[src/hw/rtl/skq_pkg.sv]
// ----------------------------------------------------------------------------
// skq_pkg: shared types and codes for the sorted key queue
// Key and item types, operation and status codes, controller phases and the
// command word broadcast from the controller to every cell of the chain.
// ----------------------------------------------------------------------------
package skq_pkg;

    localparam int KEY_W    = 32;
    localparam int ITEM_W   = 32;
    localparam int OP_W     = 3;
    localparam int STATUS_W = 2;

    typedef logic signed [KEY_W-1:0] key_t;
    typedef logic [ITEM_W-1:0]       item_t;

    typedef enum logic [OP_W-1:0] {
        OP_INSERT      = 3'd0,
        OP_REMOVE_HEAD = 3'd1,
        OP_REMOVE_KEY  = 3'd2,
        OP_PREPEND     = 3'd3,
        OP_APPEND      = 3'd4
    } op_t;

    typedef enum logic [STATUS_W-1:0] {
        STS_OK        = 2'd0,
        STS_NOT_FOUND = 2'd1,
        STS_FULL      = 2'd2
    } status_t;

    typedef enum logic [1:0] {
        PH_IDLE,
        PH_COMPARE,
        PH_APPLY
    } phase_t;

    localparam key_t RESET_LOWEST  = 32'sd0;
    localparam key_t RESET_HIGHEST = 32'sd100;

    typedef struct packed {
        logic  capture;     // register the compare flags
        logic  ins_sorted;  // insert position by key compare
        logic  at_head;     // insert position is the head
        logic  apply_ins;   // open a slot this cycle
        logic  rm_head;     // removal position is the head
        logic  rm_key;      // removal position by key match
        logic  apply_rm;    // close a slot this cycle
        key_t  key;
        item_t item;
    } cell_cmd_t;

    function automatic logic key_less(key_t a, key_t b);
        return a < b;
    endfunction

endpackage

[src/hw/rtl/skq_req_if.sv]
// ----------------------------------------------------------------------------
// skq_req_if: request channel of the sorted key queue
// Valid/ready channel carrying one operation item.
// ----------------------------------------------------------------------------
interface skq_req_if;
    import skq_pkg::*;

    logic              valid;
    logic              ready;
    logic [OP_W-1:0]   operation;
    logic signed [KEY_W-1:0] key_in;
    logic [ITEM_W-1:0] item_in;

    modport source (output valid, output operation, output key_in, output item_in,
                    input ready);
    modport sink   (input valid, input operation, input key_in, input item_in,
                    output ready);
endinterface

[src/hw/rtl/skq_rsp_if.sv]
// ----------------------------------------------------------------------------
// skq_rsp_if: response channel of the sorted key queue
// Valid/ready channel carrying one result item per operation.
// ----------------------------------------------------------------------------
interface skq_rsp_if #(
    parameter int CNT_W = 5
);
    import skq_pkg::*;

    logic                valid;
    logic                ready;
    logic [STATUS_W-1:0] status;
    logic signed [KEY_W-1:0] key_out;
    logic [ITEM_W-1:0]   item_out;
    logic                is_empty;
    logic [CNT_W-1:0]    entry_count;

    modport source (output valid, output status, output key_out, output item_out,
                    output is_empty, output entry_count, input ready);
    modport sink   (input valid, input status, input key_out, input item_out,
                    input is_empty, input entry_count, output ready);
endinterface

[src/hw/rtl/sorted_key_queue.sv]
// ----------------------------------------------------------------------------
// sorted_key_queue: sorted priority queue of (key, item) entries
// A row of DEPTH cells holds the entries in position order; a controller
// broadcasts each operation and the cells shift left or right in one step.
// ----------------------------------------------------------------------------
//  channel  role     payload
//  req      sink     operation, key_in, item_in
//  rsp      source   status, key_out, item_out, is_empty, entry_count
//
//  Each item goes through accept, compare in every cell, then apply
//  (find position along the cell chain, shift, write result register).
//  The compare flags are registered in the cells, so compare is a phase of its own.
//  Apply waits while the previous result is still held on rsp.
//  Reset empties the store at once; entries themselves are never cleared.
// ----------------------------------------------------------------------------
module sorted_key_queue #(
    parameter int DEPTH = 16
) (
    input  logic      clk,
    input  logic      rst_n,
    skq_req_if.sink   req,
    skq_rsp_if.source rsp
);
    import skq_pkg::*;

    cell_cmd_t        cmd;
    logic [DEPTH-1:0] occupied;
    key_t             cell_key [DEPTH];
    item_t            cell_item [DEPTH];
    logic [DEPTH-1:0] rm_pos;
    logic [DEPTH-1:0] ins_chain;
    logic [DEPTH-1:0] rm_chain;

    skq_ctrl #(
        .DEPTH (DEPTH)
    ) u_ctrl (
        .clk       (clk),
        .rst_n     (rst_n),
        .req       (req),
        .rsp       (rsp),
        .cmd       (cmd),
        .occupied  (occupied),
        .cell_key  (cell_key),
        .cell_item (cell_item),
        .rm_pos    (rm_pos),
        .ins_last  (ins_chain[DEPTH-1]),
        .rm_last   (rm_chain[DEPTH-1])
    );

    for (genvar g = 0; g < DEPTH; g++)
    begin : g_cell
        key_t  lk;
        item_t li;
        key_t  rk;
        item_t ri;
        logic  ic;
        logic  rc;

        if (g == 0)
        begin : g_head
            assign lk = '0;
            assign li = '0;
            assign ic = 1'b0;
            assign rc = 1'b0;
        end
        else
        begin : g_body
            assign lk = cell_key[g-1];
            assign li = cell_item[g-1];
            assign ic = ins_chain[g-1];
            assign rc = rm_chain[g-1];
        end

        if (g == DEPTH - 1)
        begin : g_tail
            assign rk = '0;
            assign ri = '0;
        end
        else
        begin : g_inner
            assign rk = cell_key[g+1];
            assign ri = cell_item[g+1];
        end

        skq_cell u_cell (
            .clk           (clk),
            .cmd           (cmd),
            .occupied      (occupied[g]),
            .left_key      (lk),
            .left_item     (li),
            .right_key     (rk),
            .right_item    (ri),
            .ins_chain_in  (ic),
            .rm_chain_in   (rc),
            .ins_chain_out (ins_chain[g]),
            .rm_chain_out  (rm_chain[g]),
            .rm_here       (rm_pos[g]),
            .key           (cell_key[g]),
            .item          (cell_item[g])
        );
    end

endmodule

[src/hw/rtl/skq_cell.sv]
// ----------------------------------------------------------------------------
// skq_cell: one storage cell of the sorted key queue
// Holds one (key, item) entry, registers its compare flags against the
// broadcast key, passes the position markers along the chain and shifts
// from its left or right neighbour when a slot opens or closes.
// ----------------------------------------------------------------------------
module skq_cell (
    input  logic               clk,
    input  skq_pkg::cell_cmd_t cmd,
    input  logic               occupied,
    input  skq_pkg::key_t      left_key,
    input  skq_pkg::item_t     left_item,
    input  skq_pkg::key_t      right_key,
    input  skq_pkg::item_t     right_item,
    input  logic               ins_chain_in,
    input  logic               rm_chain_in,
    output logic               ins_chain_out,
    output logic               rm_chain_out,
    output logic               rm_here,
    output skq_pkg::key_t      key,
    output skq_pkg::item_t     item
);
    import skq_pkg::*;

    key_t  key_reg;
    key_t  key_next;
    item_t item_reg;
    item_t item_next;
    logic  lt_reg;
    logic  eq_reg;
    logic  ins_hit;
    logic  rm_hit;
    logic  ins_here;

    always_comb
    begin
        // a free cell always accepts the opening, so append lands at the tail
        ins_hit       = !occupied || cmd.at_head || (cmd.ins_sorted && lt_reg);
        rm_hit        = occupied && (cmd.rm_head || (cmd.rm_key && eq_reg));
        ins_chain_out = ins_chain_in || ins_hit;
        rm_chain_out  = rm_chain_in || rm_hit;
        ins_here      = ins_hit && !ins_chain_in;
        rm_here       = rm_hit && !rm_chain_in;
    end

    always_comb
    begin
        key_next  = key_reg;
        item_next = item_reg;
        if (cmd.apply_ins && ins_chain_out)
        begin
            key_next  = ins_here ? cmd.key : left_key;
            item_next = ins_here ? cmd.item : left_item;
        end
        else if (cmd.apply_rm && rm_chain_out)
        begin
            key_next  = right_key;
            item_next = right_item;
        end
    end

    always_ff @(posedge clk)
    begin
        key_reg  <= key_next;
        item_reg <= item_next;
        if (cmd.capture)
        begin
            lt_reg <= key_less(cmd.key, key_reg);
            eq_reg <= (cmd.key == key_reg);
        end
    end

    assign key  = key_reg;
    assign item = item_reg;

endmodule

[src/hw/rtl/skq_ctrl.sv]
// ----------------------------------------------------------------------------
// skq_ctrl: controller of the sorted key queue
// Takes one request item, drives the compare and apply phases of the cell
// chain, keeps fill count and key bounds, and holds the result register.
// ----------------------------------------------------------------------------
module skq_ctrl #(
    parameter int DEPTH = 16
) (
    input  logic               clk,
    input  logic               rst_n,
    skq_req_if.sink            req,
    skq_rsp_if.source          rsp,
    output skq_pkg::cell_cmd_t cmd,
    output logic [DEPTH-1:0]   occupied,
    input  skq_pkg::key_t      cell_key [DEPTH],
    input  skq_pkg::item_t     cell_item [DEPTH],
    input  logic [DEPTH-1:0]   rm_pos,
    input  logic               ins_last,
    input  logic               rm_last
);
    import skq_pkg::*;

    localparam int CNT_W = $clog2(DEPTH + 1);

    phase_t           state_reg;
    phase_t           state_next;
    op_t              op_reg;
    key_t             arg_key_reg;
    item_t            arg_item_reg;
    logic [CNT_W-1:0] count_reg;
    logic [CNT_W-1:0] count_next;
    key_t             lowest_reg;
    key_t             lowest_next;
    key_t             highest_reg;
    key_t             highest_next;

    logic             out_valid_reg;
    logic             out_valid_next;
    status_t          out_status_reg;
    status_t          out_status_next;
    key_t             out_key_reg;
    key_t             out_key_next;
    item_t            out_item_reg;
    item_t            out_item_next;
    logic             out_empty_reg;
    logic             out_empty_next;
    logic [CNT_W-1:0] out_count_reg;
    logic [CNT_W-1:0] out_count_next;

    logic             can_emit;
    logic             apply_go;
    logic             full;
    key_t             new_key;
    item_t            removed_item;
    key_t             tail_prev_key;
    logic             at_tail;

    always_comb
    begin
        for (int i = 0; i < DEPTH; i++)
        begin
            occupied[i] = (CNT_W'(i) < count_reg);
        end
    end

    assign can_emit = !out_valid_reg || rsp.ready;
    assign apply_go = (state_reg == PH_APPLY) && can_emit;
    assign full     = (count_reg == CNT_W'(DEPTH));

    always_comb
    begin
        case (op_reg)
            OP_PREPEND: new_key = lowest_reg - 32'sd1;
            OP_APPEND:  new_key = highest_reg + 32'sd1;
            default:    new_key = arg_key_reg;
        endcase
    end

    // one-hot selects over the removal position
    always_comb
    begin
        removed_item  = '0;
        tail_prev_key = '0;
        at_tail       = rm_pos[DEPTH-1];
        for (int i = 0; i < DEPTH; i++)
        begin
            removed_item = removed_item | (cell_item[i] & {ITEM_W{rm_pos[i]}});
        end
        for (int i = 0; i < DEPTH - 1; i++)
        begin
            tail_prev_key = tail_prev_key | (cell_key[i] & {KEY_W{rm_pos[i+1]}});
            at_tail       = at_tail | (rm_pos[i] & ~occupied[i+1]);
        end
    end

    // next state
    always_comb
    begin
        state_next = state_reg;
        case (state_reg)
            PH_IDLE:
            begin
                if (req.valid)
                begin
                    state_next = PH_COMPARE;
                end
            end
            PH_COMPARE:
            begin
                state_next = PH_APPLY;
            end
            PH_APPLY:
            begin
                if (can_emit)
                begin
                    state_next = PH_IDLE;
                end
            end
            default:
            begin
                state_next = PH_IDLE;
            end
        endcase
    end

    // outputs, cell command and datapath
    always_comb
    begin
        req.ready       = (state_reg == PH_IDLE);

        cmd             = '0;
        cmd.capture     = (state_reg == PH_COMPARE);
        cmd.ins_sorted  = (op_reg == OP_INSERT);
        cmd.at_head     = (op_reg == OP_PREPEND);
        cmd.rm_head     = (op_reg == OP_REMOVE_HEAD);
        cmd.rm_key      = (op_reg == OP_REMOVE_KEY);
        cmd.key         = new_key;
        cmd.item        = arg_item_reg;

        count_next      = count_reg;
        lowest_next     = lowest_reg;
        highest_next    = highest_reg;

        out_valid_next  = out_valid_reg && !rsp.ready;
        out_status_next = out_status_reg;
        out_key_next    = out_key_reg;
        out_item_next   = out_item_reg;
        out_empty_next  = out_empty_reg;
        out_count_next  = out_count_reg;

        if (apply_go)
        begin
            out_valid_next  = 1'b1;
            out_status_next = STS_OK;
            out_key_next    = '0;
            out_item_next   = '0;
            case (op_reg)
                OP_INSERT:
                begin
                    if (full)
                    begin
                        out_status_next = STS_FULL;
                    end
                    else
                    begin
                        cmd.apply_ins = 1'b1;
                        count_next    = count_reg + CNT_W'(1);
                        out_key_next  = arg_key_reg;
                        if (key_less(highest_reg, arg_key_reg))
                        begin
                            highest_next = arg_key_reg;
                        end
                        else if (key_less(arg_key_reg, lowest_reg))
                        begin
                            lowest_next = arg_key_reg;
                        end
                    end
                end
                OP_REMOVE_HEAD:
                begin
                    if (count_reg == '0)
                    begin
                        out_status_next = STS_NOT_FOUND;
                    end
                    else
                    begin
                        cmd.apply_rm  = 1'b1;
                        count_next    = count_reg - CNT_W'(1);
                        out_key_next  = cell_key[0];
                        out_item_next = cell_item[0];
                        if (count_reg == CNT_W'(1))
                        begin
                            lowest_next  = RESET_LOWEST;
                            highest_next = RESET_HIGHEST;
                        end
                        else
                        begin
                            lowest_next = cell_key[1];
                        end
                    end
                end
                OP_REMOVE_KEY:
                begin
                    if (!rm_last)
                    begin
                        out_status_next = STS_NOT_FOUND;
                    end
                    else
                    begin
                        cmd.apply_rm  = 1'b1;
                        count_next    = count_reg - CNT_W'(1);
                        out_key_next  = arg_key_reg;
                        out_item_next = removed_item;
                        if (count_reg == CNT_W'(1))
                        begin
                            lowest_next  = RESET_LOWEST;
                            highest_next = RESET_HIGHEST;
                        end
                        else if (rm_pos[0])
                        begin
                            lowest_next = cell_key[1];
                        end
                        else if (at_tail)
                        begin
                            highest_next = tail_prev_key;
                        end
                    end
                end
                OP_PREPEND:
                begin
                    if (full)
                    begin
                        out_status_next = STS_FULL;
                    end
                    else
                    begin
                        cmd.apply_ins = 1'b1;
                        count_next    = count_reg + CNT_W'(1);
                        lowest_next   = new_key;
                        out_key_next  = new_key;
                    end
                end
                OP_APPEND:
                begin
                    if (full)
                    begin
                        out_status_next = STS_FULL;
                    end
                    else
                    begin
                        cmd.apply_ins = 1'b1;
                        count_next    = count_reg + CNT_W'(1);
                        highest_next  = new_key;
                        out_key_next  = new_key;
                    end
                end
                default:
                begin
                    out_status_next = STS_OK;
                end
            endcase
            out_empty_next = (count_next == '0);
            out_count_next = count_next;
        end
    end

    always_ff @(posedge clk or negedge rst_n)
    begin
        if (!rst_n)
        begin
            state_reg     <= PH_IDLE;
            count_reg     <= '0;
            lowest_reg    <= RESET_LOWEST;
            highest_reg   <= RESET_HIGHEST;
            out_valid_reg <= 1'b0;
        end
        else
        begin
            state_reg     <= state_next;
            count_reg     <= count_next;
            lowest_reg    <= lowest_next;
            highest_reg   <= highest_next;
            out_valid_reg <= out_valid_next;
        end
    end

    always_ff @(posedge clk)
    begin
        if (req.valid && req.ready)
        begin
            op_reg       <= op_t'(req.operation);
            arg_key_reg  <= req.key_in;
            arg_item_reg <= req.item_in;
        end
        out_status_reg <= out_status_next;
        out_key_reg    <= out_key_next;
        out_item_reg   <= out_item_next;
        out_empty_reg  <= out_empty_next;
        out_count_reg  <= out_count_next;
    end

    assign rsp.valid       = out_valid_reg;
    assign rsp.status      = out_status_reg;
    assign rsp.key_out     = out_key_reg;
    assign rsp.item_out    = out_item_reg;
    assign rsp.is_empty    = out_empty_reg;
    assign rsp.entry_count = out_count_reg;

    a_count_range: assert property (@(posedge clk) disable iff (!rst_n)
        count_reg <= CNT_W'(DEPTH))
        else $error("fill count beyond depth");

    a_bounds_when_empty: assert property (@(posedge clk) disable iff (!rst_n)
        count_reg == '0 |-> lowest_reg == RESET_LOWEST && highest_reg == RESET_HIGHEST)
        else $error("empty store with bounds not restored");

    // compare flags are only fresh once the compare cycle has passed
    a_single_removal: assert property (@(posedge clk) disable iff (!rst_n)
        state_reg == PH_APPLY |-> $onehot0(rm_pos))
        else $error("more than one removal position in chain");

    a_insert_has_slot: assert property (@(posedge clk) disable iff (!rst_n)
        cmd.apply_ins |-> ins_last)
        else $error("insert applied with no slot found");

    a_count_only_on_apply: assert property (@(posedge clk) disable iff (!rst_n)
        state_reg != PH_APPLY |=> $stable(count_reg))
        else $error("fill count changed outside apply phase");

endmodule

[src/flat_wrapper.sv]
// flat-port wrapper written by rule: the top's interface ports become plain ports
module sorted_key_queue_flat import skq_pkg::*;
#(
    parameter int DEPTH = 16
)
  (clk, rst_n, req_valid, req_operation, req_key_in, req_item_in, req_ready, rsp_valid, rsp_status, rsp_key_out, rsp_item_out, rsp_is_empty, rsp_entry_count, rsp_ready);
  skq_req_if req_i ();
  skq_rsp_if #(.CNT_W(($clog2(DEPTH + 1)))) rsp_i ();
  input  logic clk;
  input  logic rst_n;
  input wire logic [$bits(req_i.valid)-1:0] req_valid;
  input wire logic [$bits(req_i.operation)-1:0] req_operation;
  input wire logic [$bits(req_i.key_in)-1:0] req_key_in;
  input wire logic [$bits(req_i.item_in)-1:0] req_item_in;
  output wire logic [$bits(req_i.ready)-1:0] req_ready;
  output wire logic [$bits(rsp_i.valid)-1:0] rsp_valid;
  output wire logic [$bits(rsp_i.status)-1:0] rsp_status;
  output wire logic [$bits(rsp_i.key_out)-1:0] rsp_key_out;
  output wire logic [$bits(rsp_i.item_out)-1:0] rsp_item_out;
  output wire logic [$bits(rsp_i.is_empty)-1:0] rsp_is_empty;
  output wire logic [$bits(rsp_i.entry_count)-1:0] rsp_entry_count;
  input wire logic [$bits(rsp_i.ready)-1:0] rsp_ready;
  assign req_i.valid = req_valid;
  assign req_i.operation = req_operation;
  assign req_i.key_in = req_key_in;
  assign req_i.item_in = req_item_in;
  assign req_ready = req_i.ready;
  assign rsp_valid = rsp_i.valid;
  assign rsp_status = rsp_i.status;
  assign rsp_key_out = rsp_i.key_out;
  assign rsp_item_out = rsp_i.item_out;
  assign rsp_is_empty = rsp_i.is_empty;
  assign rsp_entry_count = rsp_i.entry_count;
  assign rsp_i.ready = rsp_ready;
  sorted_key_queue #(.DEPTH(DEPTH)) u_core (.clk(clk), .rst_n(rst_n), .req(req_i), .rsp(rsp_i));
endmodule
[config.mk]
export PLATFORM = sky130hd
export DESIGN_NAME = sorted_key_queue_flat
export DESIGN_NICKNAME = d
export VERILOG_FILES = /design/src/hw/rtl/skq_pkg.sv /design/src/hw/rtl/skq_req_if.sv /design/src/hw/rtl/skq_rsp_if.sv /design/src/hw/rtl/sorted_key_queue.sv /design/src/hw/rtl/skq_cell.sv /design/src/hw/rtl/skq_ctrl.sv /design/src/flat_wrapper.sv
export SDC_FILE = /design/constraint.sdc
export NUM_CORES = 2
export LEC_CHECK = 0
export BUFFER_PORTS_ARGS = -buffer_cell sky130_fd_sc_hd__buf_2
export CORE_MARGIN = 2
export CORE_UTILIZATION = 25
export DETAILED_ROUTE_END_ITERATION = 10
export SLEW_MARGIN = 20
export SYNTH_ARGS = -nofsm -noshare
export SYNTH_HDL_FRONTEND = slang
export SYNTH_HIERARCHICAL = 1
export SYNTH_SLANG_ARGS = --single-unit
[constraint.sdc]
create_clock -name clk -period 8.45 [get_ports clk]
set_input_delay 1.69 -clock clk [delete_from_list [all_inputs] [get_ports clk]]
set_output_delay 1.69 -clock clk [all_outputs]
set_load 0.01 [all_outputs]
==> impl_metrics.env <==
export IMPL_avgRoutedWirePerCell_um=25.3
export IMPL_clock_root_buffer="clkbuf_16"
export IMPL_grt_pass1_wl_um=475000
export IMPL_preCtsSetupSlack_ns=0.862
export IMPL_num_vias=72200
export IMPL_startpoint_type="register"
export IMPL_finalClockSkew_ns=0.0661
export IMPL_worst_path_buf_inv=3
export IMPL_max_cap_violations=0
export IMPL_finalSetupTns_ns=0
export IMPL_rsz0062_at_grt="false"
export IMPL_final_layout_size_suffix_gt1_share_pct=8.21
export IMPL_max_freq_mhz=125
export IMPL_worstPathMaxFanout=27
export IMPL_synth_cells=8467
export IMPL_io_buffers=144
export IMPL_clockBufferDepth=4
export IMPL_relSlewSlack_pct=22.2
export IMPL_cpMaxStageDelayCell="or3b_1"
export IMPL_setup_viol_count_final=0
export IMPL_gp_congestion=0.923
export IMPL_track_usage_pct=18.3
export IMPL_powerDensity_nw_per_um2=253
export IMPL_power_leakage_nw=36.2
export IMPL_route_detailed_drc=0
export IMPL_clkSinkCount=1267
export IMPL_clk_latency_ns=0.84
export IMPL_dr_pass1_iters=9
export IMPL_cts_tree="built"
export IMPL_placementRows=215
export IMPL_cp_top_family="simple AND/OR/NAND/NOR gates"
export IMPL_cts_resized=0
export IMPL_start_util_pct=25.1
export IMPL_max_stage_delay_ns=0.61
export IMPL_finalMaxSlewViolations=0
export IMPL_ys_warn_count=6
export IMPL_htree_levels=4
export IMPL_hold_path_class="reg2reg"
export IMPL_multiInputGateArea_um2=43200
export IMPL_period_needed_ns=7.99
export IMPL_die_h_um=590
export IMPL_first_iter_violations=10500
export IMPL_numCtsBuffers=150
export IMPL_syn2layout_area_growth_pct=12.0
export IMPL_antenna_found_initial=17
export IMPL_crit_type="reg2reg"
export IMPL_p_total_mw=24.4
export IMPL_grt_overflow_total=0
export IMPL_grt_pass1_vias=66400
export IMPL_nets=9235
export IMPL_cts_setup_buffers=0
export IMPL_wl_um=335000
export IMPL_cts_hold_buf=0
export IMPL_endpoint_kind="register"
export IMPL_fin_crit_sh_pct=94.6
export IMPL_path_common_cell="nand2b_1"
export IMPL_ios=145
export IMPL_grt_max_degree=79
export IMPL_fillers=35700
export IMPL_setup_slack_ns=0.460
export IMPL_ir_drop_mv=0.180
export IMPL_arrival_ns=8.51
export IMPL_die_x_um=590
export IMPL_finalHoldViolCount=0
export IMPL_core_um2=342000
export IMPL_synth_area_um2=85900
export IMPL_syn_avg_cell_area_um2=10.1
export IMPL_post_dp_hpwl_um=224000
export IMPL_worstMarginPinSlew_ns=1.17
export IMPL_ant_nets=0
export IMPL_register_area_um2=37700
export IMPL_crit_required_ns=8.97
export IMPL_dieArea_um2=348000
export IMPL_status="finished, final reports clean"
export IMPL_cts_clk_slew_worst_paths_ns=0.06
export IMPL_vias_per_cell=5.45
## cell usage in the layout, fill, tap and decap left out, types with 57 or more instances in the layout
cell	instances
a21o_1	64
a21oi_1	274
a221oi_1	211
a222oi_1	57
a22o_1	188
a22oi_1	167
buf_2	143
buf_4	162
clkbuf_16	154
conb_1	132
dfrtp_1	69
edfxtp_1	1195
ha_1	580
inv_1	628
mux2i_1	1028
nand2_1	1276
nand3_1	81
nand4_1	201
nor2_1	163
o21ai_0	1059
o21ai_1	119
## tightest hold or removal path: cells and delay by family, from the launching register on
family,cells,cell delay [ns]
and+or+nand+nor,2,0.17
DFF,1,0.34
## power breakdown
group | switching [mW] | internal [mW]
registers | 1.31 | 8.34
clock network | 2.81 | 3.67
logic | 5.46 | 2.78
## layout make-up
type | count | share of cell area, %
clock inverter | 73 | 0.668
tap | 4557 | 5.92
clock buffer | 183 | 4.13
multi-input combinational | 6181 | 44.9
timing repair buffer | 337 | 2.68
inverter | 647 | 2.52
sequential | 1267 | 39.2
antenna | 5 | 0.0130
## metrics by stage
stage	instances	hold slack, ns	utilization (%)	instance area [um2]
floorplan	8598	0.493	-	86400
global placement	13000	0.521	26.7	91600
detailed placement	13000	0.529	26.7	91600
CTS	13200	0.541	28.1	96200
global route	13200	0.561	28.1	96200
finish	13300	0.540	28.1	96200
## final timing paths
kind                                               from                                end  slack (ns)  cells past startpoint
worst max-delay path            u_core/u_ctrl/op_reg[2]  u_core/g_cell[15].u_cell/item[18]        0.46                     26
worst min-delay path            u_core/u_ctrl/rsp.valid            u_core/u_ctrl/rsp.valid        0.54                      2
worst max register to register  u_core/u_ctrl/op_reg[2]  u_core/g_cell[15].u_cell/item[18]        0.46                     26
worst min register to register  u_core/u_ctrl/rsp.valid            u_core/u_ctrl/rsp.valid        0.54                      2
max in group asynchronous                         rst_n      u_core/u_ctrl/highest_reg[24]        6.56                      2
min in group asynchronous                         rst_n         u_core/u_ctrl/state_reg[0]        0.85                      1
## routing by layer
metal	vias to the layer above	track usage, %	share of wire, %
met1	35000	25.5	41
li1	31600	-	-
met3	769	5.29	13
met5	-	0.246	0.071
met2	4768	27.1	42
met4	20	5.98	3.8
No activity file was read; power rests on OpenSTA's default activity.
